--- src/hw/rtl/aqt_pkg.sv ---
// aqt_pkg.sv: shared types, codes and the transition rule for the lifecycle quota tracker
`timescale 1ns / 1ps

package aqt_pkg;

    localparam int unsigned NumKinds  = 5;
    localparam int unsigned CountW    = 32;
    localparam int unsigned CfgIndexW = 3;

    // command codes
    typedef enum logic [2:0] {
        ACT_START      = 3'd0,
        ACT_TRANSITION = 3'd1,
        ACT_CLOSE      = 3'd2,
        ACT_EXIT       = 3'd3,
        ACT_CLEANUP    = 3'd4,
        ACT_RESERVE    = 3'd5,
        ACT_RELEASE    = 3'd6,
        ACT_HIGH_WATER = 3'd7
    } action_t;

    // lifecycle phases
    typedef enum logic [2:0] {
        PH_STARTING = 3'd0,
        PH_RUNNING  = 3'd1,
        PH_WAITING  = 3'd2,
        PH_CLOSING  = 3'd3,
        PH_EXITED   = 3'd4,
        PH_CLEANED  = 3'd5
    } phase_t;

    // configuration register indexes
    typedef enum logic [CfgIndexW-1:0] {
        CFG_Q_WINDOWS    = 3'd0,
        CFG_Q_WIDGETS    = 3'd1,
        CFG_Q_MAPPED     = 3'd2,
        CFG_Q_STACK      = 3'd3,
        CFG_Q_STRING     = 3'd4,
        CFG_Q_EVENTS     = 3'd5,
        CFG_RUNTIME      = 3'd6,
        CFG_GENERATION   = 3'd7
    } cfg_index_t;

    typedef logic [CountW-1:0] count_t;

    // tracker state
    typedef struct packed {
        logic [2:0]                 phase;
        logic [NumKinds-1:0][CountW-1:0] used;
        count_t                     peak;
    } track_state_t;

    // configuration seen by the engine
    typedef struct packed {
        logic [NumKinds-1:0][CountW-1:0] quota;
        count_t                     quota_events;
        logic [7:0]                 runtime;
        logic [15:0]                generation;
    } track_cfg_t;

    // one command word
    typedef struct packed {
        logic [2:0]  action;
        logic [2:0]  target_state;
        logic [2:0]  resource_kind;
        count_t      amount;
    } cmd_t;

    // one result word
    typedef struct packed {
        logic        ok;
        logic [2:0]  lifecycle_state;
        count_t      used_count;
        count_t      high_water;
    } result_t;

    // allowed lifecycle moves
    function automatic logic move_allowed(input logic [2:0] from_ph, input logic [2:0] to_ph);
        logic allowed;
        allowed = 1'b0;
        case (from_ph)
            PH_STARTING: allowed = (to_ph == PH_RUNNING) || (to_ph == PH_CLOSING);
            PH_RUNNING:  allowed = (to_ph == PH_WAITING) || (to_ph == PH_CLOSING)
                                   || (to_ph == PH_EXITED);
            PH_WAITING:  allowed = (to_ph == PH_RUNNING) || (to_ph == PH_CLOSING)
                                   || (to_ph == PH_EXITED);
            PH_CLOSING:  allowed = (to_ph == PH_EXITED);
            PH_EXITED:   allowed = (to_ph == PH_CLEANED);
            default:     allowed = 1'b0;
        endcase
        return allowed;
    endfunction

endpackage

--- src/hw/rtl/app_lifecycle_quota_tracker.sv ---
// app_lifecycle_quota_tracker.sv: top level with config registers, state and word pipeline
`timescale 1ns / 1ps

// Tracks one application's lifecycle phase, five resource use counters and a peak
// event level. Each accepted command word gives exactly one result word. A command
// is captured in an input register, executed by a single pass of compare and add logic
// against the tracker state, and its result lands in an output register; one command
// is taken every cycle while the output side keeps up. Stall on the input side follows
// the output stall whenever both registers are full. Quota registers are read live;
// write them only while the block is idle. Reset puts the phase at cleaned and clears
// every counter.

module app_lifecycle_quota_tracker
(
    input  logic        clk,
    input  logic        rst_n,
    // configuration
    input  logic        cfg_we,
    input  logic [2:0]  cfg_index,
    input  logic [31:0] cfg_data,
    // command side
    input  logic        in_valid,
    output logic        in_stall,
    input  logic [2:0]  action,
    input  logic [2:0]  target_state,
    input  logic [2:0]  resource_kind,
    input  logic [31:0] amount,
    // result side
    output logic        out_valid,
    input  logic        out_stall,
    output logic        ok,
    output logic [2:0]  lifecycle_state,
    output logic [31:0] used_count,
    output logic [31:0] high_water
);

    aqt_pkg::track_cfg_t   cfg_reg;
    aqt_pkg::track_state_t st_reg;
    aqt_pkg::track_state_t st_next;
    aqt_pkg::cmd_t         cmd_reg;
    logic                  cmd_valid_reg;
    aqt_pkg::result_t      res_reg;
    aqt_pkg::result_t      res_next;
    logic                  res_valid_reg;
    logic                  res_load;
    logic                  cmd_load;

    // handshake
    assign res_load = cmd_valid_reg && (!res_valid_reg || !out_stall);
    assign in_stall = cmd_valid_reg && !res_load;
    assign cmd_load = in_valid && !in_stall;

    // configuration registers
    always_ff @(posedge clk or negedge rst_n)
    begin
        if (!rst_n)
        begin
            cfg_reg <= '0;
        end
        else if (cfg_we)
        begin
            case (aqt_pkg::cfg_index_t'(cfg_index))
                aqt_pkg::CFG_Q_WINDOWS:  cfg_reg.quota[0]     <= cfg_data;
                aqt_pkg::CFG_Q_WIDGETS:  cfg_reg.quota[1]     <= cfg_data;
                aqt_pkg::CFG_Q_MAPPED:   cfg_reg.quota[2]     <= cfg_data;
                aqt_pkg::CFG_Q_STACK:    cfg_reg.quota[3]     <= cfg_data;
                aqt_pkg::CFG_Q_STRING:   cfg_reg.quota[4]     <= cfg_data;
                aqt_pkg::CFG_Q_EVENTS:   cfg_reg.quota_events <= cfg_data;
                aqt_pkg::CFG_RUNTIME:    cfg_reg.runtime      <= cfg_data[7:0];
                aqt_pkg::CFG_GENERATION: cfg_reg.generation   <= cfg_data[15:0];
                default:                 cfg_reg              <= cfg_reg;
            endcase
        end
    end

    // input register
    always_ff @(posedge clk or negedge rst_n)
    begin
        if (!rst_n)
        begin
            cmd_valid_reg <= 1'b0;
        end
        else if (cmd_load || res_load)
        begin
            cmd_valid_reg <= cmd_load;
        end
    end

    always_ff @(posedge clk)
    begin
        if (cmd_load)
        begin
            cmd_reg.action        <= action;
            cmd_reg.target_state  <= target_state;
            cmd_reg.resource_kind <= resource_kind;
            cmd_reg.amount        <= amount;
        end
    end

    // command engine
    aqt_exec u_exec
    (
        .cmd (cmd_reg),
        .cur (st_reg),
        .cfg (cfg_reg),
        .nxt (st_next),
        .res (res_next)
    );

    // tracker state, updated as each word is executed
    always_ff @(posedge clk or negedge rst_n)
    begin
        if (!rst_n)
        begin
            st_reg.phase <= aqt_pkg::PH_CLEANED;
            st_reg.used  <= '0;
            st_reg.peak  <= '0;
        end
        else if (res_load)
        begin
            st_reg <= st_next;
        end
    end

    // output register
    always_ff @(posedge clk or negedge rst_n)
    begin
        if (!rst_n)
        begin
            res_valid_reg <= 1'b0;
        end
        else if (res_load)
        begin
            res_valid_reg <= 1'b1;
        end
        else if (!out_stall)
        begin
            res_valid_reg <= 1'b0;
        end
    end

    always_ff @(posedge clk)
    begin
        if (res_load)
        begin
            res_reg <= res_next;
        end
    end

    assign out_valid       = res_valid_reg;
    assign ok              = res_reg.ok;
    assign lifecycle_state = res_reg.lifecycle_state;
    assign used_count      = res_reg.used_count;
    assign high_water      = res_reg.high_water;

endmodule

--- src/hw/rtl/aqt_exec.sv ---
// aqt_exec.sv: combinational command engine, next tracker state and result word
`timescale 1ns / 1ps

module aqt_exec
(
    input  aqt_pkg::cmd_t         cmd,
    input  aqt_pkg::track_state_t cur,
    input  aqt_pkg::track_cfg_t   cfg,
    output aqt_pkg::track_state_t nxt,
    output aqt_pkg::result_t      res
);

    logic                 kind_ok;
    logic [2:0]           kidx;
    aqt_pkg::count_t      quota;
    aqt_pkg::count_t      used;
    aqt_pkg::count_t      room;
    aqt_pkg::count_t      sum;
    logic                 start_ok;
    logic                 ok;
    logic                 run_ok;

    // selected resource and its quota
    always_comb
    begin
        kind_ok = (cmd.resource_kind < 3'(aqt_pkg::NumKinds));
        kidx    = kind_ok ? cmd.resource_kind : 3'd0;
        quota   = cfg.quota[kidx];
        used    = cur.used[kidx];
        room    = quota - ((used <= quota) ? used : quota);
        sum     = used + cmd.amount;
        run_ok  = (cur.phase == aqt_pkg::PH_STARTING) || (cur.phase == aqt_pkg::PH_RUNNING);
        start_ok = (cfg.runtime != 8'd0) && (cfg.generation != 16'd0)
                   && (cfg.quota[0] != '0) && (cfg.quota[1] != '0)
                   && (cfg.quota[2] != '0) && (cfg.quota[3] != '0)
                   && (cfg.quota_events != '0);
    end

    // command decode and state update
    always_comb
    begin
        nxt = cur;
        ok  = 1'b0;
        case (aqt_pkg::action_t'(cmd.action))
            aqt_pkg::ACT_START:
            begin
                if (start_ok)
                begin
                    nxt.phase = aqt_pkg::PH_STARTING;
                    nxt.used  = '0;
                    nxt.peak  = '0;
                    ok        = 1'b1;
                end
            end
            aqt_pkg::ACT_TRANSITION:
            begin
                if (aqt_pkg::move_allowed(cur.phase, cmd.target_state))
                begin
                    nxt.phase = cmd.target_state;
                    ok        = 1'b1;
                end
            end
            aqt_pkg::ACT_CLOSE:
            begin
                if (cur.phase == aqt_pkg::PH_CLOSING)
                    ok = 1'b1;
                else if (cur.phase == aqt_pkg::PH_STARTING || cur.phase == aqt_pkg::PH_RUNNING
                         || cur.phase == aqt_pkg::PH_WAITING)
                begin
                    nxt.phase = aqt_pkg::PH_CLOSING;
                    ok        = 1'b1;
                end
            end
            aqt_pkg::ACT_EXIT:
            begin
                if (cur.phase == aqt_pkg::PH_EXITED)
                    ok = 1'b1;
                else if (cur.phase == aqt_pkg::PH_CLOSING || cur.phase == aqt_pkg::PH_RUNNING
                         || cur.phase == aqt_pkg::PH_WAITING)
                begin
                    nxt.phase = aqt_pkg::PH_EXITED;
                    ok        = 1'b1;
                end
            end
            aqt_pkg::ACT_CLEANUP:
            begin
                if (cur.phase == aqt_pkg::PH_CLEANED)
                    ok = 1'b1;
                else if (cur.phase == aqt_pkg::PH_EXITED)
                begin
                    nxt.phase = aqt_pkg::PH_CLEANED;
                    nxt.used  = '0;
                    nxt.peak  = '0;
                    ok        = 1'b1;
                end
            end
            aqt_pkg::ACT_RESERVE:
            begin
                if (kind_ok && run_ok && (cmd.amount <= room))
                begin
                    nxt.used[kidx] = sum;
                    ok             = 1'b1;
                end
            end
            aqt_pkg::ACT_RELEASE:
            begin
                if (kind_ok)
                begin
                    nxt.used[kidx] = (cmd.amount >= used) ? '0 : (used - cmd.amount);
                    ok             = 1'b1;
                end
            end
            aqt_pkg::ACT_HIGH_WATER:
            begin
                if (cmd.amount > cur.peak)
                    nxt.peak = cmd.amount;
                ok = 1'b1;
            end
            default:
            begin
                ok = 1'b0;
            end
        endcase
    end

    // result word after the command
    always_comb
    begin
        res.ok              = ok;
        res.lifecycle_state = nxt.phase;
        res.used_count      = kind_ok ? nxt.used[kidx] : '0;
        res.high_water      = nxt.peak;
    end

endmodule

--- config.mk ---
export PLATFORM = sky130hd
export DESIGN_NAME = app_lifecycle_quota_tracker
export DESIGN_NICKNAME = d
export VERILOG_FILES = /design/src/hw/rtl/aqt_pkg.sv /design/src/hw/rtl/app_lifecycle_quota_tracker.sv /design/src/hw/rtl/aqt_exec.sv
export SDC_FILE = /design/constraint.sdc
export NUM_CORES = 2
export LEC_CHECK = 0
export ABC_AREA = 1
export ABC_CLOCK_PERIOD_IN_PS = 16400
export BUFFER_PORTS_ARGS = -buffer_cell sky130_fd_sc_hd__buf_2
export CAP_MARGIN = 20
export CELL_PAD_IN_SITES_DETAIL_PLACEMENT = 0
export CELL_PAD_IN_SITES_GLOBAL_PLACEMENT = 1
export CORE_ASPECT_RATIO = 1.4
export CORE_MARGIN = 8
export CORE_UTILIZATION = 51
export CTS_BUF_LIST = sky130_fd_sc_hd__clkbuf_2
export CTS_CLUSTER_DIAMETER = 80
export DETAILED_ROUTE_END_ITERATION = 7
export PLACE_DENSITY_LB_ADDON = 0.1
export SYNTH_ARGS = -nofsm -noshare
export SYNTH_HDL_FRONTEND = slang
export SYNTH_SLANG_ARGS = --single-unit
--- constraint.sdc ---
create_clock -name clk -period 16.4 [get_ports clk]
set_clock_uncertainty 0.05 [all_clocks]
set_input_delay 2.46 -clock clk [delete_from_list [all_inputs] [get_ports clk]]
set_output_delay 2.46 -clock clk [all_outputs]
set_load 0.005 [all_outputs]
; ---- Word-level counts from Yosys, hierarchy flattened
; Index checks and enable logic that the tools add are counted.
[classes]
order_cmp = 7
n_reduce_logical = 44
n_eq_ne = 25
muxes = 42
n_addsub = 3
[ops]
columns = cell, count
row1 = one-hot mux 160 bit (4 select lines), 1
row2 = two-way mux 195 bit, 3
row3 = bitwise mux 160 bit, 2
row4 = two-way mux 160 bit, 2
row5 = binary-select mux 32 bit (select 3 bit), 3
row6 = two-way mux 32 bit, 7
row7 = nonzero test 32 bit, 5
row8 = demux 32 bit (select 3 bit), 1
row9 = one-hot mux 32 bit (3 select lines), 1
row10 = <= comparator 32 bit, 2
row11 = subtractor 32 bit, 2
row12 = equality test 3 bit (second input constant), 12
row13 = adder 32 bit, 1
row14 = >= comparator 32 bit, 1
row15 = > comparator 32 bit, 1
row16 = equality test 3 x 2 -> 1 bit (second input constant), 8
row17 = two-way mux 3 bit, 6
row18 = AND reduction 2 bit, 8
row19 = nonzero test 16 bit, 1
row20 = one-hot mux 3 bit (5 select lines), 1
row21 = two-way mux 1 bit, 13
row22 = equality test 3 x 1 -> 1 bit (second input constant), 4
row23 = logical AND 1 bit, 12
row24 = logical OR 1 bit, 10
row25 = other kinds (9), 14
[word_totals]
output_inout_bits = 70
word_cells = 146
reg_bits = 522
input_bits = 81

; ---- Logic depth before layout (Yosys ltp)
[depth]
ltp_word = 13
depth_mapped = 58
depth_no_buf = 55

; ---- By module
; A second synthesis with hierarchy kept.
[hier_totals]
hier_cells = 6051
area_unflattened_um2 = 39945.8
[modules_own_cells]
columns = module, area_each_um2, instances, seq_area_each_um2, cells_per_inst
row1 = aqt_exec, 20936.3, 1, 0.0, 4158
row2 = app_lifecycle_quota_tracker, 19009.5, 1, 13610.6, 1893

; ---- Worst setup path before layout
; Ideal clock, no wire load.
[synth_timing]
path_type = register to register
from = register cmd_reg[32] (netlist name)
to = register res_reg (netlist bit used_count[1]), data pin
path_buffers = 5
t_required_ns = 16.098
period_less_slack_ns = 7.795
setup_ns = 0.252
arrival_ns = 7.494
slack_ns = 8.605
path_stages_with_launch = 49
path_cell_list = edfxtp_1 nor2_2 inv_2 nor2_4 inv_4 nand2_1 nor2_4 inv_2 clkbuf_1 buf_2 o221ai_1 inv_1 ha_1 nand2_1 nor4_1 nor4b_1 nand2_1 o2111ai_1 (+13 left out) a21oi_1 o21ai_1 xnor2_1 ha_1 nand4_1 nor3b_2 nand4_2 nand2_2 buf_8 nand2_8 a21oi_2 nand2_1 buf_6 nand2_1 nand3_1 and3_1 nor2_1 nor2_1
[synth_via]
elab_chain_cells = 13
elab_cells_between_ends = 28
cone_classes = 3 x add/sub / 6 x order compare / 16 x mux / 3 x reduce/logical
[synth_rtl]
columns = item, line_no
row1 = from (decl), app_lifecycle_quota_tracker.sv:40  ; aqt_pkg::cmd_t cmd_reg;
row2 = less-than comparator 3 bit, aqt_exec.sv:26  ; kind_ok = (cmd.resource_kind < 3'(aqt_pkg::NumKinds));
row3 = two-way mux 3 bit, aqt_exec.sv:27  ; kidx = kind_ok ? cmd.resource_kind : 3'd0;
row4 = binary-select mux 32 bit (select 3 bit) (on tied branches), "aqt_exec.sv:29, aqt_exec.sv:28"
row5 = two-way mux 32 bit (on tied branches), "aqt_exec.sv:29, aqt_exec.sv:28"
row6 = <= comparator 32 bit, aqt_exec.sv:30  ; room = quota - ((used <= quota) ? used : quota);
row7 = two-way mux 32 bit, aqt_exec.sv:30
row8 = subtractor 32 bit, aqt_exec.sv:30
row9 = <= comparator 32 bit, aqt_exec.sv:99  ; if (kind_ok && run_ok && (cmd.amount <= room))
row10 = logical AND 1 bit, aqt_exec.sv:99
row11 = two-way mux 160 bit, aqt_exec.sv:99
row12 = one-hot mux 160 bit (4 select lines), aqt_exec.sv:44  ; case (aqt_pkg::action_t'(cmd.action))
row13 = binary-select mux 32 bit (select 3 bit), aqt_exec.sv:131  ; res.used_count = kind_ok ? nxt.used[kidx] : '0;
row14 = two-way mux 32 bit (not written as such), aqt_exec.sv:131
row15 = to (signal assigned), app_lifecycle_quota_tracker.sv:146  ; res_reg <= res_next;
row16 = to (decl), app_lifecycle_quota_tracker.sv:42  ; aqt_pkg::result_t res_reg;
; Parallel ways exist; a longest one is shown, timed or not. The select of a mux whose other input is x is not followed.
; A chain may end at the register's enable or synchronous reset.

; ---- Worst setup path after layout
[layout_timing]
from = register cmd_reg[34] (netlist name)
to = register res_reg (netlist bit used_count[24]), data pin
; Same word-level chain as after synthesis.

==> metrics.md <==
| Metric | Value |
|---|---|
| Run status | `finished, violations left` |
| Failing checks | `DRC` |
| Final WS setup | `4350 ps` |
| Overall routing resource usage | `0.382` |
| R2r startpoint | `cmd_reg[34]` |
| Synth Flop Type | `dfrtp_1` |
| Bufs and invs on worst path | `6` |
| Synth Area in XOR/XNOR | `0.0109` |
| Crit-path leading delay family | `simple AND/OR/NAND/NOR gates` |
| WHS Path Cells | `2` |
| Maximum vdd drop | `146 uV` |
| Core ar. | `0.0750 sq mm` |
| Share of synthesized registers carrying an async set or reset | `0.791` |
| Drt pass-1 iters | `8` |
| Post-synthesis compound-gate area fraction | `0.184` |
| Main combinational cell family by area after synthesis | `simple AND/OR/NAND/NOR gates` |
| CTS sink count | `522` |
| Crit-path max cell delay | `730 ps` |
| Critical Path Slowest Stage Cell | `clkinv_2` |
| FP Rows | `119` |
| # fillers | `7641` |
| PortBufs | `150` |
| Path depth of the worst reg2reg path | `43` |
| H-tree depth | `4` |
| Footprint of the multi-input gates | `0.0214 sq mm` |
| Yosys top cell area share | `0.267` |
| Die Span X | `248 um` |
| Die area | `0.0846 sq mm` |
| Worst setup EP type | `flop` |
| Layout Nets | `5894` |
| Num CTS Buffers | `135` |
| Clock share of power | `0.135` |
| Syn Nets | `5815` |
| Max reg flops | `216` |
| HP Start | `cfg_reg[54]` |
| Placed inst area | `0.0398 sq mm` |
| Cts hold-fix bufs | `0` |
| Internal reg-to-reg setup slack | `4350 ps` |
| Number of flops mapped to enable cells by yosys | `109` |
| Worst-path fanout max | `45` |
| Initial Util | `0.513` |
| Largest net degree at the start of global routing | `112` |
| Post-route ant nets | `0` |
| RePlAce Congestion | `1.03` |
| Crit share post-route | `0.735` |
| Tmin final | `12050 ps` |
| Post-route design area | `0.0411 sq mm` |
| Unique cell type count in the Yosys netlist | `69` |
| Sequential standard cell area | `0.0136 sq mm` |
| Worst Setup SP | `cmd_reg[34]` |
| Initial antenna violation count | `4` |
| Max-cap check violation count | `0` |
| Setup WS pre-CTS | `4670 ps` |
| Routed vias | `40300` |
| Via-per-instance ratio | `6.02` |
| CTS tree | `built` |
| Switching pwr | `3.86 mW` |
| Final setup viols | `0` |
| Vias in the first global route | `39000` |
| Syn. warnings | `0` |
| Static leakage | `20.3 nW` |
| Synth area leaders | `dfrtp_1, nand2_1, edfxtp_1` |
| Setup CP Type | `reg -> reg` |
| DRC Markers | `3` |
| PwrDens | `174 mW/mm^2` |
| Max frequency | `83.0 MHz` |
| Post-synthesis cell area | `0.0385 sq mm` |
| Slew Limit Fails | `0` |
| Largest area contributor in the netlist | `dfrtp_1` |
| Routed len/inst | `24.4 um` |
| Area Growth Syn to Fin | `6.76%` |
| CP required | `17450 ps` |
| Slew headroom | `0.148` |
| Aggregate global routing overflow | `0` |
| RR Endpoint | `used_count[24]` |
| Unrepaired setup endpoints after global routing | `no` |
| Max Buffers Root-to-Sink | `3` |
| Die H | `341 um` |
| Endpoints failing hold | `0` |
| Sequential fraction of the synthesis area | `0.354` |
| Initial DRC Count | `3949` |
| Clk slew on worst S/H paths | `100 ps` |
| Worst setup SP type | `flop` |
| Data arrival, critical path | `13110 ps` |
| WHS | `441 ps` |
| Critical Path Most Common Cell | `nand2_1` |
| Seq pwr share | `0.276` |
| Routed wire length | `163000 um` |
| # Post-CTS Setup Buffers | `0` |
| Post-synthesis mux area share | `0` |
| Min-delay worst type | `reg -> reg` |
| DP HPWL | `120000 um` |
| Synth Area in Adders | `0.0634` |
| Slew @ Worst Pin | `1280 ps` |
| P_int | `3.27 mW` |
| Mapped Avg Cell Area | `6.94 sq um` |
| First-pass GRT wire length | `243000 um` |
| Clock Latency Late Sink | `1440 ps` |
| IO Pins | `151` |
| Net Sw Frac | `0.541` |
| Total Negative Setup Slacks | `0 ps` |
| Hold endpoint | `cfg_reg[54]` |
| Clk root buf | `clkbuf_2` |
| Layout cell share with drive strength beyond 1 | `0.101` |
| Post-Synthesis Cells | `5541` |
| Comb power frac | `0.590` |
| Flip-flop and latch count after synthesis | `522` |
| Total power | `7.13 mW` |
| # resized after CTS | `0` |
| Simple-gate share of the synthesized area | `0.296` |
## per-layer routing
layer	vias to the layer above	track usage	wire, um
met4	0	0.320	16300
met5	-	0	0
met1	18800	0.425	58100
met2	2056	0.615	75100
met3	694	0.0868	13600
li1	18700	-	-
## layout make-up
type                    instances  area share
diodes                          5    0.000305
clock buffers                 196      0.0239
repair buffers                212      0.0315
inverters                     614      0.0566
clock inverters                36     0.00588
multi-input cells            4135       0.521
well taps                     968      0.0295
flip-flops and latches        522       0.331
## through the flow
stage               std cells  utilization
floorplan                5541            -
detailed placement       6448        0.530
global route             6687        0.547
finish                   6688        0.547
CTS                      6680        0.546
global placement         6446        0.530
## cell usage after synthesis (39+ instances only)
master	number
a21oi_1	261
a22oi_1	39
clkbuf_1	158
nand2_1	1633
buf_2	69
o221ai_1	58
o21ai_0	518
dfrtp_1	411
nor2_1	485
ha_1	190
o22ai_1	60
nand3_1	300
o21ai_1	74
nand4_1	112
o211ai_1	52
inv_1	576
edfxtp_1	109
## worst max-delay path by stage
stage	endpoint	slack (ps)	depth (start not counted)
floorplan	used_count[1]	8600	48
global placement	used_count[23]	4730	45
detailed placement	used_count[14]	4670	45
CTS	used_count[4]	4650	43
global route	used_count[3]	3810	44
finish	used_count[24]	4350	43
## worst reg2reg max path, delay by kind of cell (launching register included)
kind            cells  cell delay, ps
xor+xnor            1              90
fa+ha+maj           4            1400
flops               1             620
simple gates       17            3850
buf+inv             6            2500
compound gates     15            3310
## cell usage in the layout, fill, tap and decap left out, drive strengths merged, types with 60 or more instances in the layout
cell and instances:
o21ai 596, nand2 1666, nand4 115, nor2 518, inv 615, a21oi 267, edfxtp 109, o22ai 62
ha 190, dfrtp 411, clkbuf 196, buf 212, nand3 315, o221ai 60
## cell families (layout without fill, tap and decap cells)
family | after synthesis | after routing
compound gates | 1216 | 1216
xor+xnor | 48 | 48
fa+ha+maj | 193 | 193
simple gates | 2678 | 2678
flops | 522 | 522
other cells | 0 | 5
buf+inv | 884 | 1058
## power groups by stage
stage	clock [mW]	combinational, mW	sequential (mW)
6_report	0.959	4.20	1.96
2_1_floorplan	0	2.83	1.89
5_1_grt	1.03	4.62	2.00
3_5_place_dp	0	4.11	1.97
3_3_place_gp	0	4.08	1.97
4_1_cts	0.981	4.13	1.95
(Power assumes the default switching activity.)
